`src/rtl/tfm_pkg.sv`:
```
// Package for the topic filter match core: sizes, character codes,
// request kinds and the command word passed from front end to back end.
// No dependencies.
package tfm_pkg;

  localparam int MAX_FILTER_LEN = 64;
  localparam int AW = $clog2(MAX_FILTER_LEN);       // filter RAM index
  localparam int LW = $clog2(MAX_FILTER_LEN + 1);   // filter length / walk position
  localparam int TW = $clog2(MAX_FILTER_LEN + 2);   // saturating topic count

  localparam int QDEPTH = 2;
  localparam int QAW    = $clog2(QDEPTH);
  localparam int QCW    = $clog2(QDEPTH + 1);

  localparam logic [7:0] CH_PLUS  = 8'h2B;
  localparam logic [7:0] CH_HASH  = 8'h23;
  localparam logic [7:0] CH_SLASH = 8'h2F;

  typedef enum logic [1:0] {
    REQ_CLEAR  = 2'd0,
    REQ_APPEND = 2'd1,
    REQ_TOPIC  = 2'd2,
    REQ_END    = 2'd3
  } req_kind_t;

  typedef struct packed {
    req_kind_t  kind;
    logic [7:0] ch;
  } cmd_t;

endpackage

```
`src/rtl/tfm_req_if.sv`:
```
// Request channel: valid/ready handshake carrying req_type and char_code.
// No dependencies.
interface tfm_req_if;
  logic       valid;
  logic       ready;
  logic [1:0] req_type;
  logic [7:0] char_code;

  modport source (output valid, output req_type, output char_code, input ready);
  modport sink   (input valid, input req_type, input char_code, output ready);
endinterface

```
`src/rtl/tfm_res_if.sv`:
```
// Result channel: valid/ready handshake carrying match and filter_overflow.
// No dependencies.
interface tfm_res_if;
  logic valid;
  logic ready;
  logic match;
  logic filter_overflow;

  modport source (output valid, output match, output filter_overflow, input ready);
  modport sink   (input valid, input match, input filter_overflow, output ready);
endinterface

```
`src/rtl/topic_filter_match_core.sv`:
```
// Matches a streamed topic against a stored wildcard filter ('+' one level,
// '#' the rest). Request words go into a two-word queue; the back end runs
// them one at a time. Clear and append finish in the idle state; a topic byte
// issues its registered filter RAM reads there and is checked in the topic
// state, with a walk state for each further read when '+' meets a '/'. An end
// of topic goes to the end state, which registers the result word once the
// result channel is free. Filter holds 64 bytes; extra appends are dropped and
// flagged. Depends on tfm_pkg, tfm_req_if, tfm_res_if, tfm_front and tfm_back.
module topic_filter_match_core (
  input  logic      clk,
  input  logic      rst,
  tfm_req_if.sink   req_ch,
  tfm_res_if.source res_ch
);
  import tfm_pkg::*;

  cmd_t cmd;
  logic cmd_valid;
  logic cmd_ready;

  tfm_front u_front (
    .clk       (clk),
    .rst       (rst),
    .req_ch    (req_ch),
    .cmd       (cmd),
    .cmd_valid (cmd_valid),
    .cmd_ready (cmd_ready)
  );

  tfm_back u_back (
    .clk       (clk),
    .rst       (rst),
    .cmd       (cmd),
    .cmd_valid (cmd_valid),
    .cmd_ready (cmd_ready),
    .res_ch    (res_ch)
  );

endmodule

```
`src/rtl/tfm_front.sv`:
```
// Front end: accepts request words, decodes the request kind and queues
// commands for the back end. Depends on tfm_pkg and tfm_req_if.
module tfm_front (
  input  logic          clk,
  input  logic          rst,
  tfm_req_if.sink       req_ch,
  output tfm_pkg::cmd_t cmd,
  output logic          cmd_valid,
  input  logic          cmd_ready
);
  import tfm_pkg::*;

  cmd_t           q [QDEPTH];
  logic [QAW-1:0] wr_ptr;
  logic [QAW-1:0] rd_ptr;
  logic [QCW-1:0] count;
  logic           push;
  logic           pop;
  cmd_t           in_cmd;

  assign in_cmd.kind  = req_kind_t'(req_ch.req_type);
  assign in_cmd.ch    = req_ch.char_code;
  assign req_ch.ready = (count < QCW'(QDEPTH));
  assign push         = req_ch.valid && req_ch.ready;
  assign cmd_valid    = (count != '0);
  assign pop          = cmd_valid && cmd_ready;
  assign cmd          = q[rd_ptr];

  always_ff @(posedge clk) begin
    if (push) begin
      q[wr_ptr] <= in_cmd;
    end
  end

  always_ff @(posedge clk) begin
    if (rst) begin
      wr_ptr <= '0;
      rd_ptr <= '0;
      count  <= '0;
    end else begin
      if (push) begin
        wr_ptr <= (wr_ptr == QAW'(QDEPTH - 1)) ? '0 : wr_ptr + QAW'(1);
      end
      if (pop) begin
        rd_ptr <= (rd_ptr == QAW'(QDEPTH - 1)) ? '0 : rd_ptr + QAW'(1);
      end
      case ({push, pop})
        2'b10:   count <= count + QCW'(1);
        2'b01:   count <= count - QCW'(1);
        default: count <= count;
      endcase
    end
  end

endmodule

```
`src/rtl/tfm_back.sv`:
```
// Back end: filter RAM, wildcard walk engine, exact-equality tracking and
// the result register. Depends on tfm_pkg and tfm_res_if.
module tfm_back (
  input  logic          clk,
  input  logic          rst,
  input  tfm_pkg::cmd_t cmd,
  input  logic          cmd_valid,
  output logic          cmd_ready,
  tfm_res_if.source     res_ch
);
  import tfm_pkg::*;

  typedef enum logic [3:0] {
    ST_IDLE  = 4'b0001,
    ST_TOPIC = 4'b0010,
    ST_WALK  = 4'b0100,
    ST_END   = 4'b1000
  } state_t;

  logic [7:0]    mem [MAX_FILTER_LEN];
  logic [7:0]    rd_a;
  logic [7:0]    rd_b;
  logic [AW-1:0] addr_a;
  logic [AW-1:0] addr_b;
  logic          mem_we;

  state_t        state, state_next;
  logic [LW-1:0] filter_length, filter_length_next;
  logic [LW-1:0] filter_pos, filter_pos_next;
  logic [LW-1:0] pos_prev;
  logic [TW-1:0] topic_count, topic_count_next;
  logic          skipping, skipping_next;
  logic          verdict_known, verdict_known_next;
  logic          verdict_value, verdict_value_next;
  logic          exact_ok, exact_ok_next;
  logic          overflowed, overflowed_next;
  logic [7:0]    cur_char;
  logic          res_valid;
  logic          res_match;
  logic          res_ovf;
  logic          res_load;
  logic          end_match;
  logic          topic_pop;

  assign cmd_ready = (state == ST_IDLE);
  assign topic_pop = cmd_valid && (state == ST_IDLE) && (cmd.kind == REQ_TOPIC);
  assign pos_prev  = filter_pos_next - LW'(1);
  assign addr_a    = topic_pop ? topic_count[AW-1:0] : pos_prev[AW-1:0];
  assign addr_b    = filter_pos_next[AW-1:0];

  always_ff @(posedge clk) begin
    if (mem_we) begin
      mem[filter_length[AW-1:0]] <= cmd.ch;
    end
    rd_a <= mem[addr_a];
    rd_b <= mem[addr_b];
  end

  always_comb begin
    end_match = 1'b0;
    if (exact_ok && (topic_count == TW'(filter_length))) begin
      end_match = 1'b1;
    end else if (verdict_known) begin
      end_match = verdict_value;
    end else if ((filter_pos < filter_length) && (rd_b == CH_HASH) &&
                 ((filter_pos == '0) || (rd_a == CH_SLASH))) begin
      end_match = 1'b1;
    end else begin
      end_match = (filter_pos >= filter_length);
    end
  end

  always_comb begin
    state_next         = state;
    filter_length_next = filter_length;
    filter_pos_next    = filter_pos;
    topic_count_next   = topic_count;
    skipping_next      = skipping;
    verdict_known_next = verdict_known;
    verdict_value_next = verdict_value;
    exact_ok_next      = exact_ok;
    overflowed_next    = overflowed;
    mem_we             = 1'b0;
    res_load           = 1'b0;
    case (state)
      ST_IDLE: begin
        if (cmd_valid) begin
          case (cmd.kind)
            REQ_CLEAR: begin
              filter_length_next = '0;
              overflowed_next    = 1'b0;
              filter_pos_next    = '0;
              skipping_next      = 1'b0;
              verdict_known_next = 1'b0;
              verdict_value_next = 1'b0;
              exact_ok_next      = 1'b1;
              topic_count_next   = '0;
            end
            REQ_APPEND: begin
              if (filter_length < LW'(MAX_FILTER_LEN)) begin
                mem_we             = 1'b1;
                filter_length_next = filter_length + LW'(1);
              end else begin
                overflowed_next = 1'b1;
              end
            end
            REQ_TOPIC: state_next = ST_TOPIC;
            default:   state_next = ST_END;
          endcase
        end
      end
      ST_TOPIC, ST_WALK: begin
        if (state == ST_TOPIC) begin
          if (topic_count < TW'(filter_length)) begin
            if (rd_a != cur_char) begin
              exact_ok_next = 1'b0;
            end
            topic_count_next = topic_count + TW'(1);
          end else begin
            exact_ok_next = 1'b0;
            if (topic_count <= TW'(MAX_FILTER_LEN)) begin
              topic_count_next = topic_count + TW'(1);
            end
          end
        end
        state_next = ST_IDLE;
        if (!verdict_known && !(skipping && (cur_char != CH_SLASH))) begin
          skipping_next = 1'b0;
          if (filter_pos >= filter_length) begin
            verdict_known_next = 1'b1;
            verdict_value_next = 1'b0;
          end else if (rd_b == CH_PLUS) begin
            filter_pos_next = filter_pos + LW'(1);
            if (cur_char != CH_SLASH) begin
              skipping_next = 1'b1;
            end else begin
              state_next = ST_WALK;
            end
          end else if (rd_b == CH_HASH) begin
            verdict_known_next = 1'b1;
            verdict_value_next = 1'b1;
          end else if (rd_b == cur_char) begin
            filter_pos_next = filter_pos + LW'(1);
          end else begin
            verdict_known_next = 1'b1;
            verdict_value_next = 1'b0;
          end
        end
      end
      ST_END: begin
        if (!res_valid || res_ch.ready) begin
          res_load           = 1'b1;
          filter_pos_next    = '0;
          skipping_next      = 1'b0;
          verdict_known_next = 1'b0;
          verdict_value_next = 1'b0;
          exact_ok_next      = 1'b1;
          topic_count_next   = '0;
          state_next         = ST_IDLE;
        end
      end
      default: state_next = ST_IDLE;
    endcase
  end

  always_ff @(posedge clk) begin
    if (rst) begin
      state         <= ST_IDLE;
      filter_length <= '0;
      filter_pos    <= '0;
      topic_count   <= '0;
      skipping      <= 1'b0;
      verdict_known <= 1'b0;
      verdict_value <= 1'b0;
      exact_ok      <= 1'b1;
      overflowed    <= 1'b0;
      res_valid     <= 1'b0;
    end else begin
      state         <= state_next;
      filter_length <= filter_length_next;
      filter_pos    <= filter_pos_next;
      topic_count   <= topic_count_next;
      skipping      <= skipping_next;
      verdict_known <= verdict_known_next;
      verdict_value <= verdict_value_next;
      exact_ok      <= exact_ok_next;
      overflowed    <= overflowed_next;
      if (res_load) begin
        res_valid <= 1'b1;
      end else if (res_ch.ready) begin
        res_valid <= 1'b0;
      end
    end
  end

  always_ff @(posedge clk) begin
    if (topic_pop) begin
      cur_char <= cmd.ch;
    end
    if (res_load) begin
      res_match <= end_match;
      res_ovf   <= overflowed;
    end
  end

  assign res_ch.valid           = res_valid;
  assign res_ch.match           = res_match;
  assign res_ch.filter_overflow = res_ovf;

  a_pos_in_filter: assert property (@(posedge clk) disable iff (rst)
    filter_pos <= filter_length)
    else $error("walk position beyond filter length");

  a_count_sat: assert property (@(posedge clk) disable iff (rst)
    topic_count <= TW'(MAX_FILTER_LEN + 1))
    else $error("topic count past saturation");

  a_ovf_full: assert property (@(posedge clk) disable iff (rst)
    overflowed |-> (filter_length == LW'(MAX_FILTER_LEN)))
    else $error("overflow flagged with filter not full");

  a_walk_entry: assert property (@(posedge clk) disable iff (rst)
    (state == ST_WALK) |-> ($past(state) == ST_TOPIC || $past(state) == ST_WALK))
    else $error("walk continuation without a topic word");

endmodule

```
`src/flat_wrapper.sv`:
```
// flat-port wrapper written by rule: the top's interface ports become plain ports
module topic_filter_match_core_flat import tfm_pkg::*;
  (clk, rst, req_ch_valid, req_ch_req_type, req_ch_char_code, req_ch_ready, res_ch_valid, res_ch_match, res_ch_filter_overflow, res_ch_ready);
  tfm_req_if req_ch_i ();
  tfm_res_if res_ch_i ();
  input  logic clk;
  input  logic rst;
  input wire logic [$bits(req_ch_i.valid)-1:0] req_ch_valid;
  input wire logic [$bits(req_ch_i.req_type)-1:0] req_ch_req_type;
  input wire logic [$bits(req_ch_i.char_code)-1:0] req_ch_char_code;
  output wire logic [$bits(req_ch_i.ready)-1:0] req_ch_ready;
  output wire logic [$bits(res_ch_i.valid)-1:0] res_ch_valid;
  output wire logic [$bits(res_ch_i.match)-1:0] res_ch_match;
  output wire logic [$bits(res_ch_i.filter_overflow)-1:0] res_ch_filter_overflow;
  input wire logic [$bits(res_ch_i.ready)-1:0] res_ch_ready;
  assign req_ch_i.valid = req_ch_valid;
  assign req_ch_i.req_type = req_ch_req_type;
  assign req_ch_i.char_code = req_ch_char_code;
  assign req_ch_ready = req_ch_i.ready;
  assign res_ch_valid = res_ch_i.valid;
  assign res_ch_match = res_ch_i.match;
  assign res_ch_filter_overflow = res_ch_i.filter_overflow;
  assign res_ch_i.ready = res_ch_ready;
  topic_filter_match_core u_core (.clk(clk), .rst(rst), .req_ch(req_ch_i), .res_ch(res_ch_i));
endmodule
```
`config.mk`:
```
export PLATFORM = sky130hd
export DESIGN_NAME = topic_filter_match_core_flat
export DESIGN_NICKNAME = d
export VERILOG_FILES = /design/src/rtl/tfm_pkg.sv /design/src/rtl/tfm_req_if.sv /design/src/rtl/tfm_res_if.sv /design/src/rtl/topic_filter_match_core.sv /design/src/rtl/tfm_front.sv /design/src/rtl/tfm_back.sv /design/src/flat_wrapper.sv
export SDC_FILE = /design/constraint.sdc
export NUM_CORES = 1
export LEC_CHECK = 0
export ABC_AREA = 0
export BUFFER_PORTS_ARGS = -buffer_cell sky130_fd_sc_hd__buf_2
export CAP_MARGIN = 20
export CORE_UTILIZATION = 41
export DETAILED_ROUTE_END_ITERATION = 10
export HOLD_SLACK_MARGIN = 0.1
export RECOVER_POWER = 50
export SLEW_MARGIN = 20
export SYNTH_ARGS = -nofsm -noshare
export SYNTH_HDL_FRONTEND = slang
export SYNTH_SLANG_ARGS = --single-unit
```
`constraint.sdc`:
```
create_clock -name clk -period 11.5 [get_ports clk]
set_input_delay 2.3 -clock clk [delete_from_list [all_inputs] [get_ports clk]]
set_output_delay 2.3 -clock clk [all_outputs]
set_load 0.02 [all_outputs]
```
==> impl_metrics.yaml, run 1 <==
finish:
  final_common_cell: "nand2_1"
  n_antenna_cell: 0
  finalInstanceArea_um2: 32300
  fin_nets: 2747
  instances_no_fill: 3706
  drive_gt1_share_pct: 7.66
  fillCellCount: 6359
  area_growth_pct: 10.5
  post-route-util_pct: 45.9
  mostFrequentLayoutCells: "724 x nand2_1, 542 x edfxtp_1, 269 x nand3_1"
critical_path:
  path_class: "input pin to register"
  crit_top_cell: "nand2_1"
  startpoint_type: "input pin"
  crit_buf_inv: 4
  cp-end-kind: "register"
  cpMaxStageDelayCell: "a21boi_4"
  slowest_delay_ps: 720
  crit_family: "compound AO/OA/AOI/OAI gates"
  path_cells: "buf_2 > nand2b_1 > or2_2 > o211ai_1 > nand2_1 > o32ai_4 > buf_12 > inv_2 > ha_1 > nand2_1 > a21boi_4 > buf_4 > nand2_1 > and3_1 > a31oi_1 > mux2i_1 > mux2i_1 > a2111oi_0 > a41oi_1"
  crit_arrival_ps: 7530
  crit_fanout: 115
  cp.required_ps: 12050
sta:
  post-route-period-util_pct: 60.7
  max_freq_mhz: 143
  rsz0062_at_grt: "false"
  maxSlewViolCount: 528
  hold_violations: 0
  setup_viol: 0
  setup_tns_ps: 0
  tightestPinTransition_ps: 3720
  maxSlewHeadroom_pct: -148
  fin_skew_ps: 25.1
  final.min_clock_period_ps: 6980
power:
  vdd_drop_max_mv: 0.134
  share_seq_of_total_power_pct: 44.1
  p_clk_share_pct: 35.2
  power_density_nw_per_um2: 188
  pwr-share-comb_pct: 20.7
  power.leakage_nw: 10.9
  swShare_pct: 30.9
  p_sw_mw: 1.87
  power_mw: 6.05
  power.internal_mw: 4.18
place:
  dp_hpwl_um: 60100
  place_area_um2: 30100
  dpl.cell_count: 3581
  place_congestion: 0.951
  io_buffers: 17
floorplan:
  ioPinCount: 18
  initial_core_util_pct: 41.5
  die_y_um: 269
  core_um2: 70300
  dieWidth_um: 269
  die-area_um2: 72300
  placementRows: 97
grt:
  grt_pass1_wl_um: 143000
  grtUsageTotal_pct: 26.9
  grt_max_degree: 156
  antenna_found_initial: 1
  grt_pass1_vias: 21500
  grt_overflow: 0
drt:
  remaining_drc_errors: 0
  wl_um: 98200
  vias_per_cell: 6.31
  ant_nets: 0
  vias: 23400
  drt_iter0_markers: 3461
  wl_per_cell_um: 26.5
  first_pass_iters: 8
run_status:
  outcome: "finished, violations left"
  violations: "capacitance limit, slew limit"
clock_tree:
  post_cts_resized: 0
  cts-root-buf: "clkbuf_16"
  postCtsHoldBufs: 0
  cts.sinks: 594
  tritoncts: "yes"
  postCtsSetupBuffers: 0
  clkTransAtPathRegs_ps: 60
  h-tree-depth: 3
  cts_buffers: 67
  clk_latency_ps: 620
  cts_buffer_depth: 3
logic_synthesis:
  synth_top_area_share_pct: 55.8
  syn_area_per_cell_um2: 10.5
  synth_seq_cells: 594
  netlist_top_cells_area: "edfxtp_1 56%, nand2_1 9.3%, nand3_1 4.6%"
  syn-instance-count: 2780
  synth_flop_cell: "edfxtp_1"
  ys_types: 81
  synth_edf_count: 542
  syn-num-nets: 2815
  yosysTopAreaCell: "edfxtp_1"
  async_flop_share_pct: 0
  synth_seq_area_share_pct: 59.3
  yosys_warnings: 0
  netlist_area_um2: 29200
flow_run:
  timing.max_cap.violations: 8
min_path:
  hold_class: "register to register"
power by group through the flow:
stage | clock (mW) | sequential [mW] | combinational (mW)
after floorplan | 0 | 2.65 | 0.761
final | 2.13 | 2.67 | 1.25
after global routing | 2.23 | 2.67 | 1.32
after global placement | 0 | 2.68 | 1.21
after detailed placement | 0 | 2.68 | 1.23
after CTS | 2.15 | 2.63 | 1.24
registers in the layout (all words and copies together), names as in the netlist, 2 cells and up, named ones only:
register,cells
u_core.u_back.cur_char,8
u_core.u_back.filter_length,7
u_core.u_back.filter_pos,7
u_core.u_back.mem,512
u_core.u_back.rd_a,8
u_core.u_back.rd_b,8
u_core.u_back.state,4
u_core.u_back.topic_count,7
u_core.u_front.count,2
u_core.u_front.q,20
worst register-to-register path: cells and delay by family (launching register included):
| family | cells | cell delay (ps) |
|---|---|---|
| buf+inv | 4 | 1430 |
| fa+ha+maj | 2 | 860 |
| compound gates | 6 | 2440 |
| simple gates | 5 | 760 |
| flops | 1 | 430 |
| mux | 2 | 560 |
cell usage after synthesis, drive strengths merged (5+ instances only):
library cell / count
edfxtp: 542
nand2: 727
nand2b: 9
nor4: 5
o22ai: 30
nor2: 140
a2111oi: 7
a31oi: 78
a41oi: 7
a32oi: 8
nand3: 269
nor3: 20
mux2: 45
o21a: 16
a21oi: 62
xnor2: 24
a22oi: 24
dfxtp: 52
o21ai: 47
mux2i: 80
a311oi: 51
o221ai: 26
or3: 24
o211ai: 10
clkbuf: 127
a211oi: 45
xor2: 8
nand3b: 8
inv: 18
and3: 82
a221oi: 7
buf: 71
nand4: 35
ha: 21
cells by family (layout without fill, tap and decap cells):
group	count (synthesis)	count (layout)	share of synthesized area [%]
adders and majority gates	21	21	0.900
muxes	125	125	4.48
buffers and inverters	219	205	3.06
AOI/OAI and AO/OA	451	451	11.1
xor gates and xnor gates	32	32	0.960
and+or+nand+nor	1338	1338	20.2
DFF	594	594	59.3
per-layer routing:
| metal | vias to the layer above | part of all wire (%) | global-route usage, % |
|---|---|---|---|
| li1 | 10200 | - | - |
| met1 | 11400 | 40 | 37.3 |
| met2 | 1499 | 45 | 42.0 |
| met3 | 247 | 10 | 5.00 |
| met4 | 2 | 3.7 | 10.1 |
| met5 | - | 0.013 | 0 |
metrics by stage:
| stage | hold WS, ps | setup WS, ps |
|---|---|---|
| after floorplan | 409 | 4970 |
| after global placement | 438 | 4120 |
| after detailed placement | 458 | 4000 |
| after CTS | 476 | 4630 |
| after global routing | 490 | 4220 |
| final | 475 | 4520 |
worst paths after layout:
kind | from | endpoint | slack [ps] | cells after the start
hold reg to reg | u_core.u_back.exact_ok$_SDFFE_PP1P_ | u_core.u_back.exact_ok$_SDFFE_PP1P_ | 480 | 1
setup reg to reg | u_core.u_back.filter_length[4]$_SDFFE_PP0P_ | u_core.u_back.rd_a[2]$_DFF_P_ | 4950 | 19
hold / removal | u_core.u_back.exact_ok$_SDFFE_PP1P_ | u_core.u_back.exact_ok$_SDFFE_PP1P_ | 480 | 1
setup / recovery | res_ch_ready | u_core.u_back.rd_a[2]$_DFF_P_ | 4520 | 19
layout make-up:
| type | count | area (um2) | area share [%] |
|---|---|---|---|
| Clock inverter | 39 | 344 | 1.07 |
| Inverter | 21 | 78.8 | 0.244 |
| Multi-Input combinational cell | 1967 | 11100 | 34.4 |
| Timing Repair Buffer | 61 | 425 | 1.32 |
| Sequential cell | 594 | 17300 | 53.7 |
| Tap cell | 940 | 1180 | 3.65 |
| Clock buffer | 84 | 1810 | 5.62 |
(Power assumes the default switching activity.)
==> run 2, diff against run 1 <==
Settings changed: ABC_AREA 0 to 1.
Clock period 11.5 ns to 5.9 ns, I/O delays scaled along.
==> run 2 against run 1 <==
Effect of this change:
- the flow still finishes with violations (capacitance limit, slew limit)
- first-iteration DRC count shrank 0.23%
- clock power rose by 92%
- power up 110%
- highest routed layer is now met4
- worst setup slack worse by 3800 ps
- register-to-register slack lost 4200 ps
- largest cell class unchanged
- wire length is 4.1% higher
- synthesized cell count increased by 26%
- cell count is 20% higher
- combinational power rose to 2.8 times the previous value
- sequential power rose by 100%
- area after synthesis grew 6.8%
- critical path type is now register to register
- worst hold slack lost 11 ps
==> impl_metrics.yaml, run 2 <==
clock_tree:
  post_cts_resized: 0
  clk_latency_ps: 620
  cts_buffers: 67
  cts_buffer_depth: 3
  postCtsSetupBuffers: 0
  h-tree-depth: 3
  postCtsHoldBufs: 0
  clkTransAtPathRegs_ps: 60
  cts-root-buf: "clkbuf_16"
  tritoncts: "yes"
  cts.sinks: 594
drt:
  wl_per_cell_um: 23.1
  route.top_layer_used: "met4"
  vias: 25900
  vias_per_cell: 5.84
  wl_met3_um: 9210
  wl_met1_um: 42400
  wl_um: 102000
  first_pass_iters: 8
  met2_length_um: 46400
  remaining_drc_errors: 0
  drt_iter0_markers: 3453
  ant_nets: 0
power:
  power.leakage_nw: 12.8
  power_density_nw_per_um2: 382
  vdd_drop_max_mv: 0.303
place:
  place_area_um2: 31900
  place_congestion: 0.919
  dp_hpwl_um: 59500
  io_buffers: 17
logic_synthesis:
  synth_common_cells: "751 x nand3_1, 722 x nand2_1, 542 x edfxtp_1, 337 x nor2_1, 264 x inv_1"
  netlist_top_cells_area: "edfxtp_1 52%, nand3_1 12%, nand2_1 8.7%"
  synth_top_area_share_pct: 52.2
  synth.most_common_cell: "nand3_1"
  yosysTopAreaCell: "edfxtp_1"
  synth_edf_count: 542
  synth_seq_cells: 594
  yosys_warnings: 0
  netlist_area_um2: 31200
  syn-num-nets: 3540
  synth_seq_area_share_pct: 55.6
  syn_area_per_cell_um2: 8.89
  syn-instance-count: 3505
  ys_types: 46
  synth_flop_cell: "edfxtp_1"
  async_flop_share_pct: 0
finish:
  largest_reg_flops: 512
  area_growth_pct: 8.97
  drive_gt1_share_pct: 6.71
  final_common_cell: "nand3_1"
  fin_nets: 3443
  mostFrequentLayoutCells: "751 x nand3_1, 713 x nand2_1, 542 x edfxtp_1"
  finalInstanceArea_um2: 34000
  multi_input_area_um2: 11700
  final-seq-area_um2: 17300
  fillCellCount: 7170
sta:
  hold_violations: 0
  final.min_clock_period_ps: 5140
  fin_skew_ps: 23.3
  maxSlewHeadroom_pct: -171
  setup_viol: 0
  maxSlewViolCount: 530
  max_freq_mhz: 195
  setup_tns_ps: 0
  rsz0062_at_grt: "false"
  post-route-period-util_pct: 87.1
  tightestPinTransition_ps: 4060
grt:
  antenna_found_initial: 0
  grt_overflow: 0
  grt_pass1_vias: 24600
  grt_pass1_wl_um: 154000
  grt_max_degree: 129
  grtUsageTotal_pct: 26.3
floorplan:
  placementRows: 100
  dieWidth_um: 278
  die-area_um2: 77100
  die_y_um: 278
  initial_core_util_pct: 41.7
  core_um2: 74800
  ioPinCount: 18
min_path:
  hold_class: "register to register"
critical_path:
  slowest_delay_ps: 750
  cp-end-kind: "register"
  startpoint_type: "register"
  cp.required_ps: 6400
  crit_fanout: 95
  crit_arrival_ps: 5640
  crit_top_cell: "nand2_1"
  path_class: "register to register"
  path_cells: "inv_1 > o21ai_0 > nand2_1 > nand2_1 > nand3_2 > nor2_4 > nand3_2 > nand2_8 > buf_12 > nand3_2 > o21ai_1 > nand3_1 > nand2_2 > buf_4 > nand3_1 > nand3_1 > nand2_1 > nand2_1 > nand2_1"
  cpMaxStageDelayCell: "o21ai_0"
run_status:
  outcome: "finished, violations left"
  violations: "capacitance limit, slew limit"
flow_run:
  timing.max_cap.violations: 8
## run 2: changes by cell type in the layout (fill, tap and decap cells not counted), moves of 81 or more
cell	previous run	this run
nand3_1	269	751
o211ai_1	9	162
o21ai_0	39	173
and3_1	82	1
nor2_1	134	337
inv_1	16	263
## run 2: stage by stage
| stage | hold slack, ps | util, % | instances | total power, mW | worst slack [ps] |
|---|---|---|---|---|---|
| finish | 464 | 45.4 | 4430 | 13.0 | 762 |
| global route | 475 | 45.4 | 4428 | 13.4 | 428 |
| CTS | 466 | 45.4 | 4428 | 12.9 | 974 |
| detailed placement | 456 | 42.6 | 4308 | 8.84 | 985 |
| global placement | 439 | 42.6 | 4308 | 8.83 | 1020 |
| floorplan | 408 | - | 3505 | 7.50 | 2020 |
## run 2: routing by layer
metal,GRT usage [%],up-vias
met5,0,-
met4,11.6,0
met3,4.24,238
met2,41.1,1346
met1,35.9,12300
li1,-,12000
## run 2: area by class of cell
cell class | instances | share of cell area (%)
diodes | 2 | 0.0147
clock buffers | 90 | 5.59
clock inverters | 30 | 0.645
inverters | 280 | 3.12
multi-input cells | 2395 | 34.4
flip-flops and latches | 594 | 51.0
well taps | 969 | 3.57
repair buffers | 70 | 1.71
## run 2: final timing paths
path / depth (start not counted) / slack, ps / end / startpoint
max: 19 / 760 / u_core.u_back.rd_a[2]$_DFF_P_ / register
min: 2 / 460 / u_core.u_back.exact_ok$_SDFFE_PP1P_ / u_core.u_back.exact_ok$_SDFFE_PP1P_
max reg2reg: 19 / 760 / u_core.u_back.rd_a[2]$_DFF_P_ / register
min reg2reg: 2 / 460 / u_core.u_back.exact_ok$_SDFFE_PP1P_ / u_core.u_back.exact_ok$_SDFFE_PP1P_
## run 2: worst max-delay path, delay by kind of cell (launching register included)
kind            cells  cell delay [ps]
simple gates       14             2520
compound gates      2              890
buf+inv             3              970
flops               1              600
## run 2: logic make-up after synthesis
logic type                 share of synthesized area (%)
DFF                                                 55.6
adders and majority gates                          0.843
AOI/OAI and AO/OA                                   8.26
buffers and inverters                               7.29
xor gates and xnor gates                           0.337
and+or+nand+nor                                     27.7
## run 2: where the power goes
group | total [mW] | switching (mW) | internal [mW]
combinational | 3.54 | 2.70 | 0.833
sequential | 5.33 | 0.106 | 5.23
clock | 4.10 | 1.71 | 2.39
total | 13.0 | 4.52 | 8.45
